### src/hdl/mrmenc_pkg.sv
// ----------------------------------------------------------------------------
// mrmenc_pkg
// Shared types and constants for the x86-64 ModRM/SIB/REX encoder.
// ----------------------------------------------------------------------------
`default_nettype none

package mrmenc_pkg;

  typedef struct packed {
    logic [31:0]        opcode_value;
    logic [31:0]        prefix_value;
    logic [1:0]         size_code;
    logic               skip_rex_w;
    logic [4:0]         reg_code;
    logic [1:0]         rm_mode;
    logic [4:0]         base_code;
    logic [4:0]         index_code;
    logic [3:0]         scale;
    logic signed [63:0] displacement;
  } req_t;

  typedef struct packed {
    logic [7:0] code_byte;
    logic       last_byte;
    logic [2:0] error_code;
  } rsp_t;

  typedef enum logic [2:0] {
    ERR_NONE      = 3'd0,
    ERR_NO_BASE   = 3'd1,
    ERR_BAD_SCALE = 3'd2,
    ERR_RBP_INDEX = 3'd3,
    ERR_RSP_INDEX = 3'd4,
    ERR_RIP_INDEX = 3'd5,
    ERR_DISP_WIDE = 3'd6
  } err_t;

  localparam logic [1:0] MODE_NO_BASE = 2'd0;
  localparam logic [1:0] MODE_BASE    = 2'd1;
  localparam logic [1:0] MODE_RIP     = 2'd2;
  localparam logic [1:0] MODE_DIRECT  = 2'd3;

  localparam logic [1:0] SIZE_WORD  = 2'd1;
  localparam logic [1:0] SIZE_QWORD = 2'd3;

  localparam logic [7:0] BYTE_OPSIZE = 8'h66;
  localparam logic [7:0] SIB_NO_IDX  = 8'h24;
  localparam logic [1:0] MOD_IND     = 2'b00;
  localparam logic [1:0] MOD_DISP8   = 2'b01;
  localparam logic [1:0] MOD_DISP32  = 2'b10;
  localparam logic [1:0] MOD_DIRECT  = 2'b11;
  localparam logic [2:0] RM_SIB      = 3'd4;
  localparam logic [2:0] RM_RIP      = 3'd5;
  localparam logic [3:0] REG_RSP     = 4'd4;
  localparam logic [3:0] REG_RBP     = 4'd5;

  // Fixed byte slots in an encoding descriptor, emitted lowest first.
  localparam int NUM_SLOTS   = 16;
  localparam int SLOT_PREFIX = 0;
  localparam int SLOT_OPSIZE = 4;
  localparam int SLOT_REX    = 5;
  localparam int SLOT_OPCODE = 6;
  localparam int SLOT_MODRM  = 10;
  localparam int SLOT_SIB    = 11;
  localparam int SLOT_DISP   = 12;

  typedef struct packed {
    logic [NUM_SLOTS-1:0][7:0] bytes;
    logic [NUM_SLOTS-1:0]      mask;
    err_t                      err;
  } desc_t;

  typedef struct packed {
    logic full;
    logic empty;
  } q_stat_t;

  typedef struct packed {
    logic [3:0] num;
    logic       frc;
  } reg_dec_t;

  function automatic reg_dec_t decode_reg(input logic [4:0] code);
    reg_dec_t d;
    d.num = code[3:0];
    d.frc = 1'b0;
    if (code[4:2] == 3'b100) begin
      d.num = {2'b01, code[1:0]};
      d.frc = 1'b1;
    end
    return d;
  endfunction

endpackage

`default_nettype wire

### src/hdl/mrmenc_front.sv
// ----------------------------------------------------------------------------
// mrmenc_front
// Checks a request and lays out its encoded bytes as a slot descriptor.
// ----------------------------------------------------------------------------
`default_nettype none

module mrmenc_front (
  input  wire  mrmenc_pkg::req_t  req,
  output mrmenc_pkg::desc_t       desc
);

  mrmenc_pkg::reg_dec_t rd;
  mrmenc_pkg::reg_dec_t bd;
  logic        direct;
  logic        rip;
  logic        has_index;
  logic [3:0]  mbase;
  logic [3:0]  idx;
  logic [3:0]  rm_reg;
  logic        is_zero;
  logic        fits8;
  logic        fits32;
  logic        scale_ok;
  logic [1:0]  ss;
  logic [1:0]  mod_f;
  logic [2:0]  rm_f;
  logic        use_sib;
  logic [7:0]  sib;
  logic        disp1;
  logic        disp4;
  logic        rex_w;
  logic        rex_x;
  logic        rex_b;
  logic        rex_on;
  mrmenc_pkg::err_t err;
  logic [31:0] pv;
  logic [31:0] ov;
  logic [63:0] dv;

  always_comb begin
    rd        = mrmenc_pkg::decode_reg(req.reg_code);
    bd        = mrmenc_pkg::decode_reg(req.base_code);
    direct    = (req.rm_mode == mrmenc_pkg::MODE_DIRECT);
    rip       = (req.rm_mode == mrmenc_pkg::MODE_RIP);
    has_index = !req.index_code[4];
    mbase     = req.base_code[3:0];
    idx       = req.index_code[3:0];
    rm_reg    = direct ? bd.num : mbase;
    dv        = req.displacement;
    is_zero   = (dv == 64'd0);
    fits8     = (&dv[63:7]) || !(|dv[63:7]);
    fits32    = (&dv[63:31]) || !(|dv[63:31]);

    scale_ok = 1'b1;
    case (req.scale)
      4'd1:    ss = 2'd0;
      4'd2:    ss = 2'd1;
      4'd4:    ss = 2'd2;
      4'd8:    ss = 2'd3;
      default: begin
        ss       = 2'd0;
        scale_ok = 1'b0;
      end
    endcase

    err = mrmenc_pkg::ERR_NONE;
    if (!direct) begin
      if (req.rm_mode == mrmenc_pkg::MODE_NO_BASE) begin
        err = mrmenc_pkg::ERR_NO_BASE;
      end else if (has_index && !scale_ok) begin
        err = mrmenc_pkg::ERR_BAD_SCALE;
      end else if (has_index && !rip && mbase == mrmenc_pkg::REG_RBP) begin
        err = mrmenc_pkg::ERR_RBP_INDEX;
      end else if (has_index && idx == mrmenc_pkg::REG_RSP) begin
        err = mrmenc_pkg::ERR_RSP_INDEX;
      end else if (has_index && rip) begin
        err = mrmenc_pkg::ERR_RIP_INDEX;
      end else if (!fits32) begin
        err = mrmenc_pkg::ERR_DISP_WIDE;
      end
    end

    use_sib = 1'b0;
    sib     = mrmenc_pkg::SIB_NO_IDX;
    disp1   = 1'b0;
    disp4   = 1'b0;
    mod_f   = mrmenc_pkg::MOD_IND;
    rm_f    = rm_reg[2:0];
    if (direct) begin
      mod_f = mrmenc_pkg::MOD_DIRECT;
    end else if (rip) begin
      rm_f  = mrmenc_pkg::RM_RIP;
      disp4 = 1'b1;
    end else begin
      if (has_index) begin
        use_sib = 1'b1;
        rm_f    = mrmenc_pkg::RM_SIB;
        sib     = {ss, idx[2:0], mbase[2:0]};
      end else if (mbase[2:0] == mrmenc_pkg::REG_RSP[2:0]) begin
        use_sib = 1'b1;
        rm_f    = mrmenc_pkg::RM_SIB;
      end
      if (is_zero) begin
        if (mbase[2:0] == mrmenc_pkg::REG_RBP[2:0]) begin
          mod_f = mrmenc_pkg::MOD_DISP8;
          disp1 = 1'b1;
        end
      end else if (fits8) begin
        mod_f = mrmenc_pkg::MOD_DISP8;
        disp1 = 1'b1;
      end else begin
        mod_f = mrmenc_pkg::MOD_DISP32;
        disp4 = 1'b1;
      end
    end

    rex_w  = (req.size_code == mrmenc_pkg::SIZE_QWORD) && !req.skip_rex_w;
    rex_x  = !direct && !rip && has_index && idx[3];
    rex_b  = !rip && rm_reg[3];
    rex_on = rex_w || rd.num[3] || rex_x || rex_b || rd.frc || (direct && bd.frc);

    pv = req.prefix_value;
    ov = req.opcode_value;

    desc.bytes = {mrmenc_pkg::NUM_SLOTS{8'h00}};
    desc.bytes[mrmenc_pkg::SLOT_PREFIX+0] = pv[31:24];
    desc.bytes[mrmenc_pkg::SLOT_PREFIX+1] = pv[23:16];
    desc.bytes[mrmenc_pkg::SLOT_PREFIX+2] = pv[15:8];
    desc.bytes[mrmenc_pkg::SLOT_PREFIX+3] = pv[7:0];
    desc.bytes[mrmenc_pkg::SLOT_OPSIZE]   = mrmenc_pkg::BYTE_OPSIZE;
    desc.bytes[mrmenc_pkg::SLOT_REX]      = {4'h4, rex_w, rd.num[3], rex_x, rex_b};
    desc.bytes[mrmenc_pkg::SLOT_OPCODE+0] = ov[31:24];
    desc.bytes[mrmenc_pkg::SLOT_OPCODE+1] = ov[23:16];
    desc.bytes[mrmenc_pkg::SLOT_OPCODE+2] = ov[15:8];
    desc.bytes[mrmenc_pkg::SLOT_OPCODE+3] = ov[7:0];
    desc.bytes[mrmenc_pkg::SLOT_MODRM]    = {mod_f, rd.num[2:0], rm_f};
    desc.bytes[mrmenc_pkg::SLOT_SIB]      = sib;
    desc.bytes[mrmenc_pkg::SLOT_DISP+0]   = dv[7:0];
    desc.bytes[mrmenc_pkg::SLOT_DISP+1]   = dv[15:8];
    desc.bytes[mrmenc_pkg::SLOT_DISP+2]   = dv[23:16];
    desc.bytes[mrmenc_pkg::SLOT_DISP+3]   = dv[31:24];

    desc.mask = '0;
    desc.mask[mrmenc_pkg::SLOT_PREFIX+0] = |pv[31:24];
    desc.mask[mrmenc_pkg::SLOT_PREFIX+1] = |pv[31:16];
    desc.mask[mrmenc_pkg::SLOT_PREFIX+2] = |pv[31:8];
    desc.mask[mrmenc_pkg::SLOT_PREFIX+3] = |pv;
    desc.mask[mrmenc_pkg::SLOT_OPSIZE]   = (req.size_code == mrmenc_pkg::SIZE_WORD);
    desc.mask[mrmenc_pkg::SLOT_REX]      = rex_on;
    desc.mask[mrmenc_pkg::SLOT_OPCODE+0] = |ov[31:24];
    desc.mask[mrmenc_pkg::SLOT_OPCODE+1] = |ov[31:16];
    desc.mask[mrmenc_pkg::SLOT_OPCODE+2] = |ov[31:8];
    desc.mask[mrmenc_pkg::SLOT_OPCODE+3] = 1'b1;
    desc.mask[mrmenc_pkg::SLOT_MODRM]    = 1'b1;
    desc.mask[mrmenc_pkg::SLOT_SIB]      = use_sib;
    desc.mask[mrmenc_pkg::SLOT_DISP+0]   = disp1 || disp4;
    desc.mask[mrmenc_pkg::SLOT_DISP+1]   = disp4;
    desc.mask[mrmenc_pkg::SLOT_DISP+2]   = disp4;
    desc.mask[mrmenc_pkg::SLOT_DISP+3]   = disp4;

    if (err != mrmenc_pkg::ERR_NONE) begin
      desc.mask = '0;
    end
    desc.err = err;
  end

endmodule

`default_nettype wire

### src/hdl/mrmenc_queue.sv
// ----------------------------------------------------------------------------
// mrmenc_queue
// Two-entry descriptor queue between the classifier and the serializer.
// ----------------------------------------------------------------------------
`default_nettype none

module mrmenc_queue (
  input  wire                     clk,
  input  wire                     rst_n,
  input  wire                     push,
  input  wire  mrmenc_pkg::desc_t push_data,
  input  wire                     pop,
  output mrmenc_pkg::desc_t       head,
  output mrmenc_pkg::q_stat_t     stat
);

  mrmenc_pkg::desc_t ent_r [2];
  logic       wr_ptr_r;
  logic       wr_ptr_nxt;
  logic       rd_ptr_r;
  logic       rd_ptr_nxt;
  logic [1:0] cnt_r;
  logic [1:0] cnt_nxt;
  logic       do_push;
  logic       do_pop;

  always_comb begin
    stat.full  = (cnt_r == 2'd2);
    stat.empty = (cnt_r == 2'd0);
    do_push    = push && !stat.full;
    do_pop     = pop && !stat.empty;
    wr_ptr_nxt = wr_ptr_r ^ do_push;
    rd_ptr_nxt = rd_ptr_r ^ do_pop;
    cnt_nxt    = cnt_r + {1'b0, do_push} - {1'b0, do_pop};
    head       = ent_r[rd_ptr_r];
  end

  always_ff @(posedge clk) begin
    if (!rst_n) begin
      wr_ptr_r <= 1'b0;
      rd_ptr_r <= 1'b0;
      cnt_r    <= 2'd0;
    end else begin
      wr_ptr_r <= wr_ptr_nxt;
      rd_ptr_r <= rd_ptr_nxt;
      cnt_r    <= cnt_nxt;
    end
  end

  always_ff @(posedge clk) begin
    if (do_push) begin
      ent_r[wr_ptr_r] <= push_data;
    end
  end

endmodule

`default_nettype wire

### src/hdl/mrmenc_back.sv
// ----------------------------------------------------------------------------
// mrmenc_back
// Serializes the head descriptor one byte per cycle, while the output is not stalled, into an output register.
// ----------------------------------------------------------------------------
`default_nettype none

module mrmenc_back (
  input  wire                     clk,
  input  wire                     rst_n,
  input  wire  mrmenc_pkg::desc_t head,
  input  wire  mrmenc_pkg::q_stat_t qstat,
  output logic                    pop,
  output logic                    out_valid,
  input  wire                     out_ready,
  output mrmenc_pkg::rsp_t        out_data
);

  logic                 started_r;
  logic                 started_nxt;
  logic [15:0]          rem_r;
  logic [15:0]          rem_nxt;
  logic                 out_valid_r;
  logic                 out_valid_nxt;
  mrmenc_pkg::rsp_t     out_data_r;
  mrmenc_pkg::rsp_t     out_data_nxt;
  logic                 adv;
  logic                 emit;
  logic [15:0]          eff_mask;
  logic [15:0]          lowbit;
  logic [15:0]          rest;
  logic [7:0]           sel_byte;
  logic                 is_err;
  logic                 done;

  always_comb begin
    adv      = !out_valid_r || out_ready;
    emit     = adv && !qstat.empty;
    eff_mask = started_r ? rem_r : head.mask;
    lowbit   = eff_mask & (~eff_mask + 16'd1);
    rest     = eff_mask & ~lowbit;
    sel_byte = 8'h00;
    for (int k = 0; k < mrmenc_pkg::NUM_SLOTS; k++) begin
      sel_byte = sel_byte | (head.bytes[k] & {8{lowbit[k]}});
    end
    is_err = (head.err != mrmenc_pkg::ERR_NONE);
    done   = is_err || (rest == 16'd0);
    pop    = emit && done;

    started_nxt   = started_r;
    rem_nxt       = rem_r;
    out_valid_nxt = out_valid_r;
    out_data_nxt  = out_data_r;
    if (adv) begin
      out_valid_nxt = emit;
      if (emit) begin
        started_nxt             = !done;
        rem_nxt                 = rest;
        out_data_nxt.code_byte  = is_err ? 8'h00 : sel_byte;
        out_data_nxt.last_byte  = done;
        out_data_nxt.error_code = head.err;
      end
    end

    out_valid = out_valid_r;
    out_data  = out_data_r;
  end

  always_ff @(posedge clk) begin
    if (!rst_n) begin
      started_r   <= 1'b0;
      out_valid_r <= 1'b0;
    end else begin
      started_r   <= started_nxt;
      out_valid_r <= out_valid_nxt;
    end
  end

  always_ff @(posedge clk) begin
    rem_r      <= rem_nxt;
    out_data_r <= out_data_nxt;
  end

endmodule

`default_nettype wire

### src/hdl/x86_64_modrm_encoder.sv
// ----------------------------------------------------------------------------
// x86_64_modrm_encoder
// Encodes one x86-64 instruction request into its prefix, REX, opcode, ModRM,
// SIB and displacement bytes.
// ----------------------------------------------------------------------------
// Each accepted request yields its encoded bytes on the output channel, one
// byte per item, with last_byte set on the final one; an invalid request
// yields a single item carrying error_code and a zero byte. The output emits
// one item per cycle while out_ready does not stall it, and a request has 1 to
// 16 items. Requests are checked and laid out combinationally and held in a
// two-entry queue, so a new request is taken every cycle while that queue has
// room. The first byte of a request passes through its queue entry and then
// the output register before it is presented on the output when the queue and
// output are otherwise idle.
`default_nettype none

module x86_64_modrm_encoder (
  input  wire                    clk,
  input  wire                    rst_n,
  input  wire                    in_valid,
  output logic                   in_ready,
  input  wire  mrmenc_pkg::req_t in_data,
  output logic                   out_valid,
  input  wire                    out_ready,
  output mrmenc_pkg::rsp_t       out_data
);

  mrmenc_pkg::desc_t   fr_desc;
  mrmenc_pkg::desc_t   q_head;
  mrmenc_pkg::q_stat_t q_stat;
  logic                q_pop;

  mrmenc_front u_front (
    .req  (in_data),
    .desc (fr_desc)
  );

  assign in_ready = !q_stat.full;

  mrmenc_queue u_queue (
    .clk       (clk),
    .rst_n     (rst_n),
    .push      (in_valid),
    .push_data (fr_desc),
    .pop       (q_pop),
    .head      (q_head),
    .stat      (q_stat)
  );

  mrmenc_back u_back (
    .clk       (clk),
    .rst_n     (rst_n),
    .head      (q_head),
    .qstat     (q_stat),
    .pop       (q_pop),
    .out_valid (out_valid),
    .out_ready (out_ready),
    .out_data  (out_data)
  );

  a_accept_queued : assert property (@(posedge clk) disable iff (!rst_n)
    in_valid && in_ready |=> !q_stat.empty)
    else $error("accepted request did not reach the queue");

  a_error_shape : assert property (@(posedge clk) disable iff (!rst_n)
    out_valid && out_data.error_code != mrmenc_pkg::ERR_NONE |->
      out_data.last_byte && out_data.code_byte == 8'h00)
    else $error("error item is not a single zero byte");

  a_pop_emits : assert property (@(posedge clk) disable iff (!rst_n)
    q_pop |=> out_valid && out_data.last_byte)
    else $error("request retired without a final item");

  a_reset_quiet : assert property (@(posedge clk)
    !rst_n |=> !out_valid)
    else $error("output valid right after reset");

endmodule

`default_nettype wire
### config.mk
export PLATFORM = sky130hd
export DESIGN_NAME = x86_64_modrm_encoder
export DESIGN_NICKNAME = d
export VERILOG_FILES = /design/src/hdl/mrmenc_pkg.sv /design/src/hdl/mrmenc_front.sv /design/src/hdl/mrmenc_queue.sv /design/src/hdl/mrmenc_back.sv /design/src/hdl/x86_64_modrm_encoder.sv
export SDC_FILE = /design/constraint.sdc
export NUM_CORES = 1
export LEC_CHECK = 0
export ABC_CLOCK_PERIOD_IN_PS = 5500
export BUFFER_PORTS_ARGS = -buffer_cell sky130_fd_sc_hd__buf_4
export CORE_ASPECT_RATIO = 0.5
export CORE_MARGIN = 4
export CORE_UTILIZATION = 35
export CTS_BUF_LIST = sky130_fd_sc_hd__clkbuf_4 sky130_fd_sc_hd__clkbuf_8 sky130_fd_sc_hd__clkbuf_16
export DETAILED_ROUTE_END_ITERATION = 6
export PLACE_DENSITY = 0.55
export RECOVER_POWER = 50
export SLEW_MARGIN = 20
export SYNTH_ARGS = -nofsm -noshare
export SYNTH_HDL_FRONTEND = slang
export SYNTH_SLANG_ARGS = --single-unit
### constraint.sdc
create_clock -name clk -period 5.5 [get_ports clk]
set_clock_uncertainty 0.05 [all_clocks]
set_input_delay 0 -clock clk [delete_from_list [all_inputs] [get_ports clk]]
set_output_delay 0 -clock clk [all_outputs]
set_load 0.005 [all_outputs]
After elaboration in Yosys (flattened, before gate mapping)
Memory sizes are Yosys's and may differ from the RTL's. A register that Yosys moved wholly into a read port is not among the register bits.
Index checks and enable logic that the tools add are counted.
{"block": "word_totals", "register_bits": 34, "inputBits": 156, "mem_bits_rw": 270, "output_inout_bits": 14, "n_memories": 1, "elab_cells": 162}
{"block": "classes", "n_addsub": 3, "bitwise": 37, "n_eq_ne": 15, "n_mux": 42, "n_reduce_logical": 55}
{"name": "u_queue.ent_r", "words": 2, "width": 135, "rd": 1, "rd_ports_with_merged_regs": 1, "wr": 1, "line": "mrmenc_queue.sv:17", "rtl": "mrmenc_pkg::desc_t ent_r [2];"}
{"cell": "8-bit AND", "count": 15}
{"cell": "8-bit OR", "count": 15}
{"cell": "64-bit zero test", "count": 1}
{"cell": "57-bit AND reduction", "count": 1}
{"cell": "57-bit OR reduction", "count": 1}
{"cell": "24-bit OR reduction", "count": 2}
{"cell": "3-bit 2-to-1 mux", "count": 11}
{"cell": "33-bit AND reduction", "count": 1}
{"cell": "33-bit OR reduction", "count": 1}
{"cell": "16-bit AND", "count": 2}
{"cell": "16-bit 2-to-1 mux", "count": 2}
{"cell": "16-bit inverter", "count": 2}
{"cell": "16-bit OR reduction", "count": 2}
{"cell": "32-bit OR reduction", "count": 1}
{"cell": "8-bit 2-to-1 mux", "count": 3}
{"cell": "1-bit 2-to-1 mux", "count": 18}
{"cell": "16-bit by 1-bit adder with 16-bit output, second input constant", "count": 1}
{"cell": "16-bit zero test", "count": 1}
{"cell": "8-bit OR reduction", "count": 2}
{"cell": "1-bit logical AND", "count": 15}
{"cell": "3-bit equality test, second input constant", "count": 4}
{"cell": "4-bit by 3-bit equality test with 1-bit output, second input constant", "count": 3}
{"cell": "1-bit zero test", "count": 11}
{"cell": "1-bit logical OR", "count": 10}
{"cell": "other kinds (17)", "count": 27}

Logic depth before layout (Yosys ltp)
{"block": "logic_depth", "ltp_word": 20, "depth_mapped": 16, "depth_no_buf": 14}

By module
From an unflattened synthesis, not the netlist that was laid out.
{"block": "hier_totals", "cells_unflattened": 1010, "area_unflattened_um2": 15188.3}
{"module": "mrmenc_queue", "area_each_um2": 10918.0, "cells_per_inst": 482, "instances": 1, "seq_area_each_um2": 8928.6}
{"module": "mrmenc_back", "area_each_um2": 2428.6, "cells_per_inst": 256, "instances": 1, "seq_area_each_um2": 850.8}
{"module": "mrmenc_front", "area_each_um2": 1838.0, "cells_per_inst": 271, "instances": 1, "seq_area_each_um2": 0.0}
{"module": "x86_64_modrm_encoder", "area_each_um2": 3.8, "cells_per_inst": 1, "instances": 1, "seq_area_each_um2": 0.0}

Least setup slack after synthesis
No wires, ideal clock.
{"block": "synth_timing", "kind": "register to register", "startpoint": "register u_queue.cnt_r[0]", "endpoint": "memory u_queue.ent_r[1][0] in the netlist's numbering, enable pin", "path_slack_ps": 1211, "setup_ps": 508, "required_ps": 4942, "path_stages_with_launch": 5, "arrival_time_ps": 3731, "cell_sequence": "dfxtp_1 -> inv_1 -> nand2_1 -> and2_1 -> ha_1"}
{"block": "synth_between", "elab_chain_cells": 5}
{"element": "start: declaration", "line": "mrmenc_queue.sv:22", "rtl": "logic [1:0] cnt_r;"}
{"element": "start signal: assignment", "line": "mrmenc_queue.sv:46", "rtl": "cnt_r <= cnt_nxt;"}
{"element": "2-bit equality test", "line": "mrmenc_queue.sv:28", "rtl": "stat.full = (cnt_r == 2'd2);"}
{"element": "1-bit zero test"}
{"element": "net in_ready", "line": "x86_64_modrm_encoder.sv:21", "rtl": "output logic in_ready,"}
{"element": "1-bit logical AND", "line": "mrmenc_queue.sv:30", "rtl": "do_push = push && !stat.full;"}
{"element": "1-bit 2-to-1 mux", "line": "mrmenc_queue.sv:51", "rtl": "if (do_push) begin"}
{"element": "1-bit 2-to-1 mux (implied by the code)", "line": "mrmenc_queue.sv:52", "rtl": "ent_r[wr_ptr_r] <= push_data;"}
{"element": "end: declaration", "line": "mrmenc_queue.sv:17"}
The timed path passes the listed nets, and every way through them passes these cells.

Worst setup path after layout
{"block": "layout_timing", "startpoint": "register u_back.started_r", "endpoint": "register u_queue.cnt_r[1]"}
{"block": "layout_between", "elab_chain_cells": 11}
{"element": "start: declaration", "line": "mrmenc_back.sv:18", "rtl": "logic started_r;"}
{"element": "start signal: assignment", "line": "mrmenc_back.sv:73", "rtl": "started_r <= started_nxt;"}
{"element": "16-bit 2-to-1 mux *", "line": "mrmenc_back.sv:38", "rtl": "eff_mask = started_r ? rem_r : head.mask;"}
{"element": "16-bit inverter", "line": "mrmenc_back.sv:39", "rtl": "lowbit = eff_mask & (~eff_mask + 16'd1);"}
{"element": "16-bit by 1-bit adder with 16-bit output", "line": "mrmenc_back.sv:39"}
{"element": "16-bit AND", "line": "mrmenc_back.sv:39"}
{"element": "16-bit inverter", "line": "mrmenc_back.sv:40", "rtl": "rest = eff_mask & ~lowbit;"}
{"element": "16-bit AND *", "line": "mrmenc_back.sv:40"}
{"element": "16-bit zero test *", "line": "mrmenc_back.sv:46", "rtl": "done = is_err || (rest == 16'd0);"}
{"element": "1-bit logical OR *", "line": "mrmenc_back.sv:46"}
{"element": "net u_back.done", "line": "mrmenc_back.sv:33", "rtl": "logic done;"}
{"element": "1-bit logical AND *", "line": "mrmenc_back.sv:47", "rtl": "pop = emit && done;"}
{"element": "1-bit logical AND *", "line": "mrmenc_queue.sv:31", "rtl": "do_pop = pop && !stat.empty;"}
{"element": "2-bit by 1-bit subtractor with 2-bit output *", "line": "mrmenc_queue.sv:34", "rtl": "cnt_nxt = cnt_r + {1'b0, do_push} - {1'b0, do_pop};"}
The timed path passes the listed nets; every way through them passes the cells marked *.
A chain may end at the register's enable or synchronous reset.

==> impl_metrics.xml <==
<?xml version="1.0" encoding="UTF-8"?>
<metrics>
  <group name="status">
    <metric name="run_status" unit="">finished with violations</metric>
    <metric name="failed_checks" unit="">capacitance limit, slew limit</metric>
  </group>
  <group name="yosys">
    <metric name="synth_edf_count" unit="">291</metric>
    <metric name="synth.top_cells.by_area" unit="">sky130_fd_sc_hd__edfxtp_1, sky130_fd_sc_hd__mux2i_1, sky130_fd_sc_hd__mux2_2</metric>
    <metric name="synth_area_leader_cell" unit="">sky130_fd_sc_hd__edfxtp_1</metric>
    <metric name="netlist_area_pre_place" unit="sq um">12700</metric>
    <metric name="most_used_dff_post_synth" unit="">sky130_fd_sc_hd__edfxtp_1</metric>
    <metric name="synth_most_common_cell" unit="">sky130_fd_sc_hd__edfxtp_1</metric>
    <metric name="synth_cell_types" unit="">75</metric>
    <metric name="postSynthRegisterBits" unit="">298</metric>
    <metric name="postSynthCellCount" unit="">860</metric>
    <metric name="synthDominantCellAreaShare" unit="">0.685</metric>
    <metric name="synth_area_per_cell" unit="sq um">14.8</metric>
    <metric name="synth_common_cells" unit="">sky130_fd_sc_hd__edfxtp_1, sky130_fd_sc_hd__mux2i_1, sky130_fd_sc_hd__nor2_1</metric>
    <metric name="yosysSeqAreaShare" unit="">0.696</metric>
    <metric name="synth.net_count" unit="">1020</metric>
    <metric name="synth.yosys.warnings" unit="">0</metric>
    <metric name="synthArstFlopShare" unit="">0</metric>
  </group>
  <group name="placed_design">
    <metric name="port_buffers" unit="">169</metric>
    <metric name="gp_congestion" unit="">0.845</metric>
    <metric name="place_inst" unit="">1493</metric>
    <metric name="post-dp-hpwl" unit="um">27000</metric>
  </group>
  <group name="drt">
    <metric name="detailedRoute.firstPassIterationCount" unit="">7</metric>
    <metric name="drt-initial-drc-count" unit="">727</metric>
    <metric name="num_vias" unit="">8862</metric>
    <metric name="drt-total-wl" unit="um">38500</metric>
    <metric name="wl_per_cell" unit="um">23.0</metric>
    <metric name="detail_route.vias_per_cell" unit="">5.30</metric>
    <metric name="post_route_drc" unit="">0</metric>
    <metric name="route.antenna.remaining_nets" unit="">0</metric>
  </group>
  <group name="clock_network">
    <metric name="clock_tree.root_cell" unit="">sky130_fd_sc_hd__clkbuf_16</metric>
    <metric name="cts-buffers-inserted" unit="">29</metric>
    <metric name="postCtsSetupBuffers" unit="">0</metric>
    <metric name="clock-sinks" unit="">298</metric>
    <metric name="clock_insertion_delay_at_the_later_pin_of_the_skew_report" unit="ns">0.56</metric>
    <metric name="hold_buffers" unit="">128</metric>
    <metric name="path_clk_slew" unit="ns">0.06</metric>
    <metric name="htree_num_levels" unit="">1</metric>
    <metric name="clock_tree_from_tritoncts" unit="">yes</metric>
    <metric name="bufs_on_longest_clock_path" unit="">3</metric>
    <metric name="post_cts_resize_count" unit="">0</metric>
  </group>
  <group name="setup_path">
    <metric name="criticalPathCategory" unit="">flop to flop</metric>
    <metric name="critical-path-top-cell-by-count" unit="">sky130_fd_sc_hd__ha_1</metric>
    <metric name="rr_worst_depth" unit="">14</metric>
    <metric name="crit_chain" unit="">inv_2 -&gt; mux2i_4 -&gt; o21ai_4 -&gt; nor3_1 -&gt; o21ai_1 -&gt; nor4_4 -&gt; a21o_1 -&gt; and2_1 -&gt; ha_1 -&gt; inv_1 -&gt; ha_1 -&gt; xor2_1 -&gt; xnor2_1 -&gt; nor2_1</metric>
    <metric name="reg2reg_setup_slack" unit="ns">1.25</metric>
    <metric name="cp.depth" unit="">14</metric>
    <metric name="critical_path.startpoint" unit="">u_back.started_r</metric>
    <metric name="cpLargestDelayFamily" unit="">simple AND/OR/NAND/NOR gates</metric>
    <metric name="worstPathRequired" unit="ns">5.90</metric>
    <metric name="critPathBufInv" unit="">2</metric>
    <metric name="startpoint_type" unit="">flop</metric>
    <metric name="crit_fanout" unit="">23</metric>
    <metric name="timing.critical_path.slowest_cell_delay" unit="ns">0.86</metric>
    <metric name="worst_ep_arrival_time" unit="ns">4.64</metric>
    <metric name="r2r-start" unit="">u_back.started_r</metric>
    <metric name="crit_end" unit="">u_queue.cnt_r[1]</metric>
    <metric name="worst_setup_path_end_kind" unit="">flop</metric>
    <metric name="cp_slowest_cell" unit="">sky130_fd_sc_hd__dfxtp_1</metric>
    <metric name="regToRegEndpoint" unit="">u_queue.cnt_r[1]</metric>
  </group>
  <group name="global_routing">
    <metric name="global_route.overflow_total" unit="">0</metric>
    <metric name="largest_net_degree_at_the_start_of_global_routing" unit="">119</metric>
    <metric name="grt.total_usage" unit="">0.189</metric>
    <metric name="grt_first_pass_wirelength" unit="um">56700</metric>
    <metric name="grt_pass1_vias" unit="">9033</metric>
    <metric name="antenna_found_initial" unit="">0</metric>
  </group>
  <group name="worst_hold_path">
    <metric name="hold_path_start" unit="">in_data[54]</metric>
    <metric name="worst_hold_path_type" unit="">input port to flop</metric>
  </group>
  <group name="timing">
    <metric name="finalHoldViolCount" unit="">0</metric>
    <metric name="fmax" unit="MHz">235</metric>
    <metric name="setup-tns-final" unit="ns">0</metric>
    <metric name="finalSetupViolations" unit="">0</metric>
    <metric name="rsz0062_at_grt" unit="">no</metric>
    <metric name="slew_violations" unit="">84</metric>
    <metric name="timing.slew.headroom" unit="">-0.791</metric>
    <metric name="final.min_clock_period" unit="ns">4.25</metric>
    <metric name="worst-slew-pin-transition" unit="ns">2.69</metric>
    <metric name="timing.final.crit_share" unit="">0.772</metric>
  </group>
  <group name="floorplanning">
    <metric name="die_h" unit="um">143</metric>
    <metric name="initial_core_util" unit="">0.355</metric>
    <metric name="die_w" unit="um">278</metric>
    <metric name="floorplan.die_area" unit="sq um">39700</metric>
    <metric name="core_area" unit="sq um">35900</metric>
    <metric name="placement_row_count" unit="">49</metric>
    <metric name="top_level_ports" unit="">170</metric>
  </group>
  <group name="layout">
    <metric name="final_cells" unit="">1672</metric>
    <metric name="antenna_cells_inserted" unit="">0</metric>
    <metric name="final_layout_fill_cell_count" unit="">3297</metric>
    <metric name="utilization_of_the_core_after_routing" unit="">0.457</metric>
    <metric name="nNetsFinal" unit="">1328</metric>
    <metric name="drive_gt1_frac" unit="">0.156</metric>
    <metric name="synthToLayoutAreaGrowth" unit="%">28.7</metric>
  </group>
  <group name="power_and_ir_drop">
    <metric name="peakVddDrop" unit="mV">0.221</metric>
    <metric name="power_density" unit="nW/um^2">433</metric>
    <metric name="cellLeakagePower" unit="nW">5.49</metric>
  </group>
  <group name="job">
    <metric name="cap_viol_max_count" unit="">2</metric>
  </group>
</metrics>
-- sequential cells by signal, summed over array words and instances, names as in the netlist, named ones only --
register / count
u_back.rem_r: 15
u_back.out_valid: 1
u_queue.ent_r: 264
u_queue.cnt_r: 2
u_back.started_r: 1
u_queue.rd_ptr_r: 1
u_queue.wr_ptr_r: 1
u_back.out_data: 12
-- layout by cell type, fill, tap and decap left out, types with 17 or more instances in the layout --
cell | synthesis | routed
sky130_fd_sc_hd__mux2i_1 | 57 | 57
sky130_fd_sc_hd__nor4_1 | 35 | 35
sky130_fd_sc_hd__nand4_1 | 17 | 17
sky130_fd_sc_hd__nand2_1 | 39 | 39
sky130_fd_sc_hd__dlygate4sd3_1 | 0 | 128
sky130_fd_sc_hd__nor2_1 | 54 | 53
sky130_fd_sc_hd__mux2_2 | 27 | 27
sky130_fd_sc_hd__nand3_1 | 30 | 30
sky130_fd_sc_hd__o22ai_1 | 23 | 23
sky130_fd_sc_hd__a21oi_1 | 32 | 32
sky130_fd_sc_hd__clkbuf_4 | 0 | 25
sky130_fd_sc_hd__clkbuf_1 | 14 | 96
sky130_fd_sc_hd__edfxtp_1 | 291 | 291
sky130_fd_sc_hd__clkbuf_16 | 0 | 29
sky130_fd_sc_hd__buf_4 | 0 | 62
sky130_fd_sc_hd__o21ai_0 | 21 | 20
-- power by group --
part | internal, mW | switching [mW] | leakage (nW) | total (mW)
clock | 1.09 | 0.840 | 0.458 | 1.93
combinational | 0.740 | 1.24 | 2.25 | 1.98
sequential | 3.00 | 0.196 | 2.78 | 3.19
total | 4.83 | 2.28 | 5.49 | 7.10
-- tightest hold or removal path, stage by stage --
cell,delay [ns]
sky130_fd_sc_hd__buf_4,0.08
sky130_fd_sc_hd__nor4_1,0.04
sky130_fd_sc_hd__nand2_1,0.15
sky130_fd_sc_hd__or3_1,0.17
sky130_fd_sc_hd__o21ai_0,0.09
sky130_fd_sc_hd__nand2_1,0.08
-- metrics by stage --
step	power [mW]	worst slack [ns]	instance area, sq um	hold WS [ns]
2_1_floorplan	4.44	1.21	12700	0.0489
3_3_place_gp	5.16	1.41	14600	0.136
3_5_place_dp	5.18	1.27	14600	0.139
4_1_cts	7.18	1.25	16800	0.0852
5_1_grt	7.42	0.910	16400	0.130
6_report	7.10	1.25	16400	0.114
-- how the worst min path moves through the flow --
stage,to,slack [ns],cells after the start
floorplan,u_queue.ent_r[0][103],0.05,0
global placement,u_queue.ent_r[0][85],0.14,1
detailed placement,u_queue.ent_r[1][85],0.14,1
CTS,u_queue.ent_r[1][93],0.09,6
global route,u_queue.ent_r[1][79],0.13,2
finish,u_queue.ent_r[1][93],0.11,6
-- area by class of cell --
type                       instances  area (sq um)  area share
clock buffer                      35           771      0.0470
timing repair buffer             308          2290       0.140
sequential                       298          8880       0.541
inverter                          15          56.3     0.00343
tap                              484           606      0.0369
clock inverter                    16           131     0.00801
multi-input combinational        516          3670       0.224
-- per-layer routing --
layer	global-route usage	up-vias	part of all wire
li1	-	4081	-
met1	0.257	4458	0.44
met2	0.327	285	0.49
met3	0.0363	38	0.061
met4	0.0282	0	0.013
met5	0	-	0
-- kinds of logic (layout without fill, tap and decap cells) --
kind of cell               Yosys count  in the layout  synth area share
buffers and inverters               46            374            0.0158
AOI/OAI and AO/OA                  157            157            0.0849
DFF                                298            298             0.696
xor gates and xnor gates             5              5           0.00344
muxes                               95             95            0.0832
and+or+nand+nor                    255            255             0.112
adders and majority gates            4              4           0.00393
No activity file was read; power rests on OpenSTA's default activity.
